## src/hw/rtl/vara_pkg.sv

```systemverilog
`timescale 1ns / 1ps

package vara_pkg;

  // Field widths on the stream ports
  localparam int FIELD_W    = 16;
  localparam int IN_FIELDS  = 6;
  localparam int OUT_ELEMS  = 9;
  localparam int IN_DATA_W  = FIELD_W * IN_FIELDS;
  localparam int OUT_DATA_W = FIELD_W * OUT_ELEMS;

  // K^2 of a skew matrix is symmetric: six distinct elements, one divider lane each
  localparam int LANES = 6;
  localparam int L00 = 0;
  localparam int L01 = 1;
  localparam int L02 = 2;
  localparam int L11 = 3;
  localparam int L12 = 4;
  localparam int L22 = 5;

  // Output saturation limits
  localparam logic signed [FIELD_W-1:0] SAT_MAX = 16'sh7FFF;
  localparam logic signed [FIELD_W-1:0] SAT_MIN = 16'sh8000;

  typedef logic signed [FIELD_W-1:0] field_t;

endpackage

```

## src/hw/rtl/vara_back.sv

```systemverilog
`timescale 1ns / 1ps

// Back end: I + K + term per element, saturation, output register.
module vara_back #(
  parameter int FRAC_BITS = 14,
  parameter int KW        = 19,
  parameter int QW        = 22,
  parameter int SBW       = 70
) (
  input  logic                            clk,
  input  logic                            rst_n,
  input  logic                            in_valid,
  output logic                            in_ready,
  input  logic [QW-1:0]                   quo_i [vara_pkg::LANES],
  input  logic [SBW-1:0]                  sb_i,
  output logic                            out_valid,
  input  logic                            out_ready,
  output logic [vara_pkg::OUT_DATA_W-1:0] out_data,
  output logic                            out_sing
);
  import vara_pkg::*;

  localparam int AW = QW + 2;
  localparam logic signed [AW-1:0] ONE_Q = AW'(1) << FRAC_BITS;

  logic vld_r;

  assign in_ready  = !vld_r || out_ready;
  assign out_valid = vld_r;

  always_ff @(posedge clk) begin
    if (!rst_n) begin
      vld_r <= 1'b0;
    end else if (in_ready) begin
      vld_r <= in_valid;
    end
  end

  function automatic field_t sat(input logic signed [AW-1:0] v);
    if (v > AW'(SAT_MAX)) return SAT_MAX;
    if (v < AW'(SAT_MIN)) return SAT_MIN;
    return FIELD_W'(v);
  endfunction

  // Sideband fields
  logic signed [KW-1:0] k01, k02, k12;
  logic [LANES-1:0]     neg, ovf;
  logic                 sing;

  assign k01  = sb_i[KW-1:0];
  assign k02  = sb_i[2*KW-1:KW];
  assign k12  = sb_i[3*KW-1:2*KW];
  assign neg  = sb_i[3*KW+LANES-1:3*KW];
  assign ovf  = sb_i[3*KW+2*LANES-1:3*KW+LANES];
  assign sing = sb_i[3*KW+2*LANES];

  // Signed rounded quotient per lane; clamped where it overflowed, zero when singular
  logic signed [AW-1:0] term [LANES];
  logic [QW-1:0]        qv;

  always_comb begin
    for (int l = 0; l < LANES; l++) begin
      qv      = ovf[l] ? {QW{1'b1}} : quo_i[l];
      term[l] = sing ? '0 : (neg[l] ? -AW'(qv) : AW'(qv));
    end
  end

  // Assemble the nine elements row by row
  logic signed [AW-1:0] acc [OUT_ELEMS];

  always_comb begin
    acc[0] = ONE_Q + term[L00];
    acc[1] = AW'(k01) + term[L01];
    acc[2] = AW'(k02) + term[L02];
    acc[3] = -AW'(k01) + term[L01];
    acc[4] = ONE_Q + term[L11];
    acc[5] = AW'(k12) + term[L12];
    acc[6] = -AW'(k02) + term[L02];
    acc[7] = -AW'(k12) + term[L12];
    acc[8] = ONE_Q + term[L22];
  end

  logic [OUT_DATA_W-1:0] data_r;
  logic                  sing_r;

  always_ff @(posedge clk) begin
    if (in_ready) begin
      for (int e = 0; e < OUT_ELEMS; e++) begin
        data_r[e*FIELD_W +: FIELD_W] <= sat(acc[e]);
      end
      sing_r <= sing;
    end
  end

  assign out_data = data_r;
  assign out_sing = sing_r;

endmodule

```

## config.mk

```make
export PLATFORM = sky130hd
export DESIGN_NAME = vara_back
export DESIGN_NICKNAME = d
export VERILOG_FILES = /design/src/hw/rtl/vara_pkg.sv /design/src/hw/rtl/vara_back.sv
export SDC_FILE = /design/constraint.sdc
export NUM_CORES = 1
export LEC_CHECK = 0
export BUFFER_PORTS_ARGS = -buffer_cell sky130_fd_sc_hd__clkbuf_2
export CORE_UTILIZATION = 50
export DETAILED_ROUTE_END_ITERATION = 6
export PLACE_DENSITY = 0.85
export SKIP_CTS_REPAIR_TIMING = 1
export SLEW_MARGIN = 20
export SYNTH_ARGS = -nofsm -noshare
export SYNTH_HDL_FRONTEND = slang
export SYNTH_SLANG_ARGS = --single-unit
```

## constraint.sdc

```tcl
create_clock -name clk -period 17.1 [get_ports clk]
set_input_delay 0.855 -clock clk [delete_from_list [all_inputs] [get_ports clk]]
set_output_delay 0.855 -clock clk [all_outputs]
set_load 0.01 [all_outputs]
```

==> impl_metrics.env, run 1 <==
export IMPL_synth_top_family_by_area="compound AO/OA/AOI/OAI gates"
export IMPL_synthMuxAreaShare_pct=1.96
export IMPL_fin_setup_tns_ps=0
export IMPL_violations="DRC"
export IMPL_via_per_inst=6.20
export IMPL_skew_ps=23.1
export IMPL_end_kind="flop"
export IMPL_routed_wl_microns=60200
export IMPL_worstPathRequired_ps=17260
export IMPL_nNetsFinal=3099
export IMPL_cp_max_fo=40
export IMPL_die_area_sq_um=39400
export IMPL_ant_nets=0
export IMPL_vias=20200
export IMPL_initial_utilization_pct=51.0
export IMPL_gp_congestion=0.960
export IMPL_pin_count=353
export IMPL_max_cap_violations=0
export IMPL_grt_pass1_vias=18500
export IMPL_syn_nets=2858
export IMPL_synthAdderAreaFrac_pct=10.9
export IMPL_grt_usage_pct=30.0
export IMPL_rows=71
export IMPL_outcome="finished, violations left"
export IMPL_clock_fmax_ghz=0.146
export IMPL_synth_warnings=0
export IMPL_core_area_sq_um=37800
export IMPL_criticalPathCategory="input port to flop"
export IMPL_area_delta_synth_final_pct=13.2
export IMPL_synth_seq_area_share_pct=22.7
export IMPL_cts_max_path_buffers=2
export IMPL_grt_max_degree=73
export IMPL_rsz0062_at_grt="false"
export IMPL_final_hold_viol_count=0
export IMPL_drive_above_1_share_pct=16.9
export IMPL_drt_iter0_drc=1943
export IMPL_grt_pass1_wl_microns=94700
export IMPL_cts_buffers=17
export IMPL_synth_edf_count=145
export IMPL_antenna_found_initial=10
export IMPL_leakage_nw=9.14
export IMPL_tritoncts="done"
export IMPL_dieHeight_microns=198
export IMPL_clkTransAtPathRegs_ps=60
export IMPL_cts_max_level=4
export IMPL_synth_compound_area_share_pct=25.2
export IMPL_finalWorstPathRequiredPeriod_ps=6870
export IMPL_first_pass_iters=7
export IMPL_mostFrequentLayoutCells="nor2_1, clkbuf_2, a21oi_1"
export IMPL_synthTopCellsByArea="edfxtp_1, ha_1, nor2_1, xnor2_1, a21oi_1"
export IMPL_synthSimpleGateAreaFrac_pct=24.6
export IMPL_holdWs_ps=637
export IMPL_ys_seq_elements=146
export IMPL_synthesis_area_sq_um=19300
export IMPL_final_common_cell="nor2_1"
export IMPL_finalMaxSlewViolations=0
export IMPL_syn_inst=2493
export IMPL_synthArstFlopShare_pct=0
export IMPL_grt_overflow=0
export IMPL_min_period_over_period_pct=40.1
export IMPL_vdd_ir_drop_worst_uv=74.4
export IMPL_syn_mean_instance_area_sq_um=7.74
export IMPL_synth_top_area_share_pct=22.6
export IMPL_cp_arrival_ps=7020
export IMPL_route_detailed_drc=2
export IMPL_slew_headroom_pct=33.4
export IMPL_tightest_slew_ps=994
export IMPL_finalSetupViolCount=0
export IMPL_clkSinkCount=146
export IMPL_synth_largest_area_cell="edfxtp_1"
export IMPL_synthXorXnorAreaFrac_pct=8.67
export IMPL_wl_per_cell_microns=18.5
export IMPL_dp_final_hpwl_microns=46300
export IMPL_cellPowerDensity_nw_per_um2=74.7
export IMPL_worst_setup_path_start_kind="input port"
export IMPL_ys_types=111
export IMPL_synth_ff_type="edfxtp_1"
export IMPL_hold_path_class="input port to flop"
export IMPL_root_buffer="clkbuf_16"
export IMPL_clk_latency_ps=470
export IMPL_die_x_microns=198
export IMPL_port_buffers=352
## state kept, by name, summed over array words and instances, names as in the netlist
name and flops:
out_data 144, out_sing 1, out_valid 1
## cells in the mapped netlist, types with 25 or more instances
master	instances
inv_1	153
a21oi_1	177
nand2_1	149
o21a_1	33
o31ai_1	34
nor2b_1	29
nand3_1	53
nor3_1	101
o21ai_0	118
nor2_1	374
nand2b_1	30
edfxtp_1	145
or3_1	40
xnor2_1	151
ha_1	153
o22ai_1	25
o22a_1	33
nor4_1	28
xor2_1	40
mux2i_1	31
clkbuf_1	99
## logic make-up after synthesis
family,after synthesis
buf+inv,294
compound gates,703
simple gates,956
fa+ha+maj,166
mux,37
flops,146
xor+xnor,191
## metal layers
layer	share of wire, %	vias up	GRT usage (%)
li1	-	9610	-
met1	41	9403	39.2
met2	45	1067	48.1
met3	9.7	141	6.09
met4	3.6	12	12.2
met5	0.12	-	0
## area by class of cell
type	instances	area, sq um
multi-input cells	2053	13800
well taps	511	639
fillers	3388	16000
inverters	157	589
clock inverters	14	203
diodes	5	12.5
clock buffers	18	429
flip-flops and latches	146	4370
repair buffers	359	1820
## through the flow
stage	util, %	area (sq um)	instances	setup WS (ps)	total power (W)
after global placement	56.0	21200	3226	10130	0.00118
after CTS	57.7	21800	3258	10350	0.00162
after detailed placement	56.0	21200	3226	9920	0.00120
after global routing	57.7	21800	3260	9570	0.00172
final	57.7	21800	3263	10230	0.00163
after floorplan	-	19300	2493	10020	0.000978
## report_power, final
part           switching, W  internal [W]
Sequential        0.0000267      0.000486
Combinational      0.000435      0.000263
Clock              0.000174      0.000247
## worst paths after layout
path	cells past startpoint	start	slack, ps	end
min	3	in_valid	640	out_valid
max	21	sb_i[67]	10230	out_data[81]
min reg2reg	1	out_valid	1030	out_data[96]
max reg2reg	2	out_valid	15020	out_data[5]
## critical path, stage by stage
cell and delay (ps):
clkbuf_2 440, nor2_1 300, ha_1 210, nand2_1 90, or4b_2 670, nor3_1 560, nand2_1 220, nor3_1 240
nor3b_1 80, a21oi_1 140, o22a_1 150, nor2_1 50, ha_1 480, nor3_1 410, o21ai_0 160, o31a_1 380
a2111oi_0 520, a311oi_1 110, nor3_1 170, a41o_1 550, o21ai_0 230
(Power assumes the default switching activity.)
==> inputs of run 2 (changes only) <==
--- a/config.mk
+++ b/config.mk
@@ -8,7 +8,7 @@
 export BUFFER_PORTS_ARGS = -buffer_cell sky130_fd_sc_hd__clkbuf_2
 export CORE_UTILIZATION = 50
 export DETAILED_ROUTE_END_ITERATION = 6
-export PLACE_DENSITY = 0.85
+export PLACE_DENSITY = 0.88
 export SKIP_CTS_REPAIR_TIMING = 1
 export SLEW_MARGIN = 20
 export SYNTH_ARGS = -nofsm -noshare
==> constraint.sdc (replaced) <==
create_clock -name clk -period 5.5 [get_ports clk]
set_input_delay 0.275 -clock clk [delete_from_list [all_inputs] [get_ports clk]]
set_output_delay 0.275 -clock clk [all_outputs]
set_load 0.01 [all_outputs]
==> run 2 against run 1 <==
- core utilization up 1.2 points
- global-route usage up 1.0 points
- sequential power increased to 3.1 times the previous value
- critical path depth up 1
- setup slack got worse by 9900 ps
- critical endpoint is now out_data[90]
- final cell count grew 1.7%
- largest power group unchanged
- combinational power rose to 3.2 times the previous value
- via count increased by 0.78%
- the run still ends with DRC left
- power rose to 3.1 times the previous value
- hold slack worse by 570 ps
- non-clock buffer count grew 56
- wire length increased by 2.9%
- critical path type unchanged
- largest cell class unchanged
==> impl_metrics.env, run 2 (synthesis gave the netlist of run 1 again) <==
export IMPL_outcome="finished, violations left"
export IMPL_violations="DRC"
export IMPL_route_detailed_drc=1
export IMPL_via_per_inst=6.15
export IMPL_holdWs_ps=71.0
export IMPL_antenna_found_initial=9
export IMPL_core_area_sq_um=37800
export IMPL_cp_arrival_ps=5360
export IMPL_port_buffers=352
export IMPL_vias=20400
export IMPL_clkSinkCount=146
export IMPL_routed_wl_microns=62000
export IMPL_slew_headroom_pct=32.4
export IMPL_first_pass_iters=7
export IMPL_dieHeight_microns=198
export IMPL_r2r_cells=2
export IMPL_finalWorstPathRequiredPeriod_ps=5130
export IMPL_leakage_nw=9.41
export IMPL_r2r_end="out_data[73]"
export IMPL_final_hold_viol_count=0
export IMPL_grt_max_degree=95
export IMPL_seqCellArea_sq_um=4370
export IMPL_power_frac_comb_pct=44.7
export IMPL_fin_setup_tns_ps=0
export IMPL_cts_buffers=17
export IMPL_clock_fmax_ghz=0.195
export IMPL_pwr_share_seq_pct=31.8
export IMPL_grt_overflow=0
export IMPL_cts_max_path_buffers=2
export IMPL_hold_path_class="input port to flop"
export IMPL_cts_max_level=4
export IMPL_pin_count=353
export IMPL_final_common_cell="nor2_1"
export IMPL_gp_congestion=0.999
export IMPL_grt_pass1_vias=19200
export IMPL_worst_setup_path_start_kind="input port"
export IMPL_rows=71
export IMPL_root_buffer="clkbuf_16"
export IMPL_cellPowerDensity_nw_per_um2=225
export IMPL_grt_usage_pct=30.9
export IMPL_multi_input_area_sq_um=13800
export IMPL_hold_path_depth=2
export IMPL_ant_nets=0
export IMPL_area_delta_synth_final_pct=15.5
export IMPL_rsz0062_at_grt="false"
export IMPL_tightest_slew_ps=1010
export IMPL_skew_ps=19.8
export IMPL_initial_utilization_pct=51.0
export IMPL_finalNonFillerCells=3318
export IMPL_p_int_w=0.00299
export IMPL_wl_per_cell_microns=18.7
export IMPL_pwr_share_clk_pct=23.5
export IMPL_mostFrequentLayoutCells="nor2_1, clkbuf_2, a21oi_1"
export IMPL_power_total_w=0.00500
export IMPL_die_area_sq_um=39400
export IMPL_clk_latency_ps=460
export IMPL_finalMaxSlewViolations=0
export IMPL_largest_reg_flops=144
export IMPL_worstHoldStart="rst_n"
export IMPL_final_core_util_pct=58.9
export IMPL_drive_above_1_share_pct=18.9
export IMPL_tritoncts="done"
export IMPL_nFillCells=3358
export IMPL_p_sw_w=0.00202
export IMPL_finalSetupViolCount=0
export IMPL_min_period_over_period_pct=93.4
export IMPL_r2r_start="out_valid"
export IMPL_vdd_ir_drop_worst_uv=227
export IMPL_grt_pass1_wl_microns=98000
export IMPL_end_kind="flop"
export IMPL_worstPathRequired_ps=5730
export IMPL_die_x_microns=198
export IMPL_max_cap_violations=0
export IMPL_clkTransAtPathRegs_ps=70
export IMPL_hold_end="out_valid"
export IMPL_dp_final_hpwl_microns=48400
export IMPL_drt_iter0_drc=1835
export IMPL_nNetsFinal=3155
export IMPL_switching_share_pct=40.3
export IMPL_cp_max_fo=15
export IMPL_dp_cells=3281
export IMPL_rrSetupSlack_ps=3560
export IMPL_criticalPathCategory="input port to flop"
## run 2: power groups by stage
stage                     registers, W  logic [W]  clock network (W)
after CTS                      0.00159    0.00220            0.00118
final                          0.00159    0.00224            0.00117
after global placement         0.00161    0.00212                  0
after floorplan                0.00172    0.00133                  0
after detailed placement       0.00161    0.00218                  0
after global routing           0.00161    0.00245            0.00122
## run 2: per-layer routing
metal	global-route usage [%]	routed length, microns	up-vias
met1	37.8	24800	9510
met2	51.4	28700	993
met4	12.5	2360	14
li1	-	-	9703
met5	0	103	-
met3	8.48	5940	170
## run 2: worst max-delay path by stage
stage,from,to,cells after the start
CTS,sb_i[67],out_data[124],22
detailed placement,sb_i[67],out_data[124],22
floorplan,sb_i[69],out_data[18],23
global route,sb_i[67],out_data[90],23
global placement,sb_i[67],out_data[90],23
finish,sb_i[67],out_data[90],22
## run 2: critical path: stages
cell	delay (ps)
clkbuf_2	130
nor2_1	170
ha_1	200
nand2_1	80
or4b_2	690
nor3_4	210
a21oi_1	100
a31oi_1	150
o22a_1	140
nor2_1	70
ha_1	420
nor2_1	180
nand3_1	140
nor3_1	230
o211ai_1	130
o211ai_1	250
a31oi_1	230
o221ai_1	220
a21oi_1	100
xnor2_1	160
o41a_1	630
o31ai_1	460
## run 2: area by class of cell
| class | count | area share (%) |
|---|---|---|
| Multi-Input combinational cell | 2053 | 62.0 |
| Sequential cell | 146 | 19.6 |
| Timing Repair Buffer | 415 | 10.2 |
| Tap cell | 511 | 2.87 |
| Inverter | 157 | 2.64 |
| Clock buffer | 19 | 2.03 |
| Clock inverter | 13 | 0.522 |
| Antenna cell | 4 | 0.0449 |
## run 2: through the flow
step,cell area [sq um],setup WS (ps)
6_report,22300,365
3_3_place_gp,21700,-41.6
2_1_floorplan,19400,5.68
4_1_cts,22200,306
5_1_grt,22300,36.3
3_5_place_dp,21700,-146
==> inputs of run 3 (changes only) <==
--- a/config.mk
+++ b/config.mk
@@ -6,7 +6,9 @@
 export NUM_CORES = 1
 export LEC_CHECK = 0
 export BUFFER_PORTS_ARGS = -buffer_cell sky130_fd_sc_hd__clkbuf_2
+export CAP_MARGIN = 40
 export CORE_UTILIZATION = 50
+export CTS_BUF_LIST = sky130_fd_sc_hd__clkbuf_2
 export DETAILED_ROUTE_END_ITERATION = 6
 export PLACE_DENSITY = 0.88
 export SKIP_CTS_REPAIR_TIMING = 1
==> run 3 against run 2 <==
- the flow now finishes without violations
- combinational power barely moved
- first-iteration DRC count fell by 2.3%
- fmax rose by 6.3%
- non-clock buffer count rose by 49
- critical path type unchanged
==> impl_metrics.env, run 3 (synthesis gave the netlist of run 1 again) <==
export IMPL_power_frac_comb_pct=49.9
export IMPL_grt_pass1_wl_microns=97500
export IMPL_worst_setup_path_start_kind="input port"
export IMPL_vdd_ir_drop_worst_uv=176
export IMPL_finalSetupViolCount=0
export IMPL_slew_headroom_pct=42.7
export IMPL_drive_above_1_share_pct=18.5
export IMPL_nFillCells=3303
export IMPL_outcome="completed"
export IMPL_hold_path_class="input port to flop"
export IMPL_final_hold_viol_count=0
export IMPL_rrSetupSlack_ps=4010
export IMPL_tritoncts="done"
export IMPL_core_area_sq_um=37800
export IMPL_leakage_nw=9.49
export IMPL_finalMaxSlewViolations=0
export IMPL_port_buffers=352
export IMPL_end_kind="flop"
export IMPL_clk_latency_ps=950
export IMPL_holdWs_ps=27.0
export IMPL_r2r_end="out_valid"
export IMPL_p_int_w=0.00257
export IMPL_first_pass_iters=7
export IMPL_hold_end="out_data[27]"
export IMPL_grt_pass1_vias=19200
export IMPL_skew_ps=114
export IMPL_cp_top_family="compound AO/OA/AOI/OAI gates"
export IMPL_met2_usage_pct=51.1
export IMPL_dieHeight_microns=198
export IMPL_cts_buffers=17
export IMPL_cts_max_path_buffers=2
export IMPL_final_common_cell="nor2_1"
export IMPL_r2r_start="out_valid"
export IMPL_vias=20700
export IMPL_mostFrequentLayoutCells="nor2_1, clkbuf_2, a21oi_1"
export IMPL_crit_path_top_delay_cell="a41oi_2"
export IMPL_min_period_over_period_pct=87.8
export IMPL_grt_busiest_layer="met2"
export IMPL_drt_iter0_drc=1792
export IMPL_grt_usage_pct=30.8
export IMPL_r2r_cells=3
export IMPL_rows=71
export IMPL_max_cap_violations=0
export IMPL_antenna_found_initial=4
export IMPL_pwr_share_clk_pct=15.2
export IMPL_root_buffer="clkbuf_2"
export IMPL_grt_max_degree=95
export IMPL_p_sw_w=0.00198
export IMPL_place_worst_setup_slack_ps=-125
export IMPL_fin_setup_tns_ps=0
export IMPL_die_x_microns=198
export IMPL_grt_overflow=0
export IMPL_largest_reg_flops=144
export IMPL_gp_congestion=0.999
export IMPL_tightest_slew_ps=859
export IMPL_ant_nets=0
export IMPL_routed_wl_microns=62500
export IMPL_clkTransAtPathRegs_ps=360
export IMPL_cp_max_fo=15
export IMPL_cp_arrival_ps=5570
export IMPL_worstPathRequired_ps=6240
export IMPL_area_delta_synth_final_pct=16.3
export IMPL_pin_count=353
export IMPL_via_per_inst=6.15
export IMPL_power_total_w=0.00455
export IMPL_use_met3_pct=7.15
export IMPL_finalNonFillerCells=3370
export IMPL_initial_utilization_pct=51.0
export IMPL_cpPeakStageDelay_ps=730
export IMPL_dp_cells=3283
export IMPL_cpMostUsedCell="nand2_1"
export IMPL_cellPowerDensity_nw_per_um2=203
export IMPL_wl_per_cell_microns=18.5
export IMPL_setup_ws_ps=671
export IMPL_worstHoldStart="sb_i[10]"
export IMPL_clkSinkCount=146
export IMPL_cts_max_level=4
export IMPL_switching_share_pct=43.5
export IMPL_rsz0062_at_grt="false"
export IMPL_nNetsFinal=3204
export IMPL_met1_usage_pct=37.9
export IMPL_pwr_share_seq_pct=34.9
export IMPL_criticalPathCategory="input port to flop"
export IMPL_die_area_sq_um=39400
export IMPL_hold_path_depth=5
export IMPL_dp_final_hpwl_microns=48500
export IMPL_clock_fmax_ghz=0.207
export IMPL_finalWorstPathRequiredPeriod_ps=4830
export IMPL_route_detailed_drc=0
export IMPL_critical_path_buf_inv_count=2
export IMPL_cp_cell_sequence="clkbuf_2 > nor2_1 > ha_1 > nand2_1 > or4b_2 > nor3_4 > nand2_1 > or3_1 > nand2_1 > xnor2_1 > nor2_1 > ha_1 > buf_4 > a211oi_2 > o311ai_0 > a221o_1 > nand2_1 > o21ai_0 > a21oi_1 > xnor2_1 > a41oi_2 > o21a_1"
==> run 3: cell types whose count changed in the layout (fill, tap and decap cells not counted), sizes merged <==
cell,delta
clkbuf,-3
inv,+1
bufinv,+1
diode,+3
clkinvlp,+1
dlygate4sd3,+47
buf,+3
clkinv,-1
==> run 3: how the worst max path moves through the flow <==
stage                               end     start  slack (ps)  cells after the start
after detailed placement  out_data[113]  sb_i[67]        -120                     21
final                     out_data[124]  sb_i[67]         670                     22
after global placement     out_data[90]  sb_i[67]         -40                     23
after CTS                 out_data[124]  sb_i[67]         860                     22
after global routing       out_data[90]  sb_i[67]         400                     23
after floorplan            out_data[18]  sb_i[69]           6                     23
==> run 3: power by group through the flow <==
stage / Sequential, W / Combinational [W] / Clock (W)
final: 0.00159 / 0.00227 / 0.000692
after global routing: 0.00161 / 0.00247 / 0.000740
after CTS: 0.00158 / 0.00220 / 0.000700
after detailed placement: 0.00161 / 0.00218 / 0
after global placement: 0.00161 / 0.00212 / 0
after floorplan: 0.00172 / 0.00133 / 0
==> run 3: tightest hold or removal path: stages <==
cell and delay, ps:
clkbuf_2 100, ha_1 210, nor2_1 80, xnor2_1 150, o21ai_1 60
==> run 3: final cells by class <==
class	instances	area, sq um	share of cell area, %
inverter	157	589	2.63
antenna	7	17.5	0.0781
clock buffer	17	85.1	0.379
multi-input combinational	2053	13800	61.5
tap	511	639	2.85
sequential	146	4370	19.5
clock inverter	15	149	0.664
timing repair buffer	464	2780	12.4
==> run 3: per-stage QoR <==
step,instance area [sq um],util (%)
global route,22400,59.3
floorplan,19400,-
finish,22400,59.3
global placement,21700,57.3
CTS,21900,58.0
detailed placement,21700,57.4
==> run 3: per-layer routing <==
layer / share of wire, % / routed length [microns] / up-vias
li1: - / - / 9823
met3: 8.6 / 5400 / 189
met4: 3.9 / 2430 / 2
met1: 41 / 25500 / 9625
met2: 47 / 29200 / 1091
met5: 0.019 / 12 / -
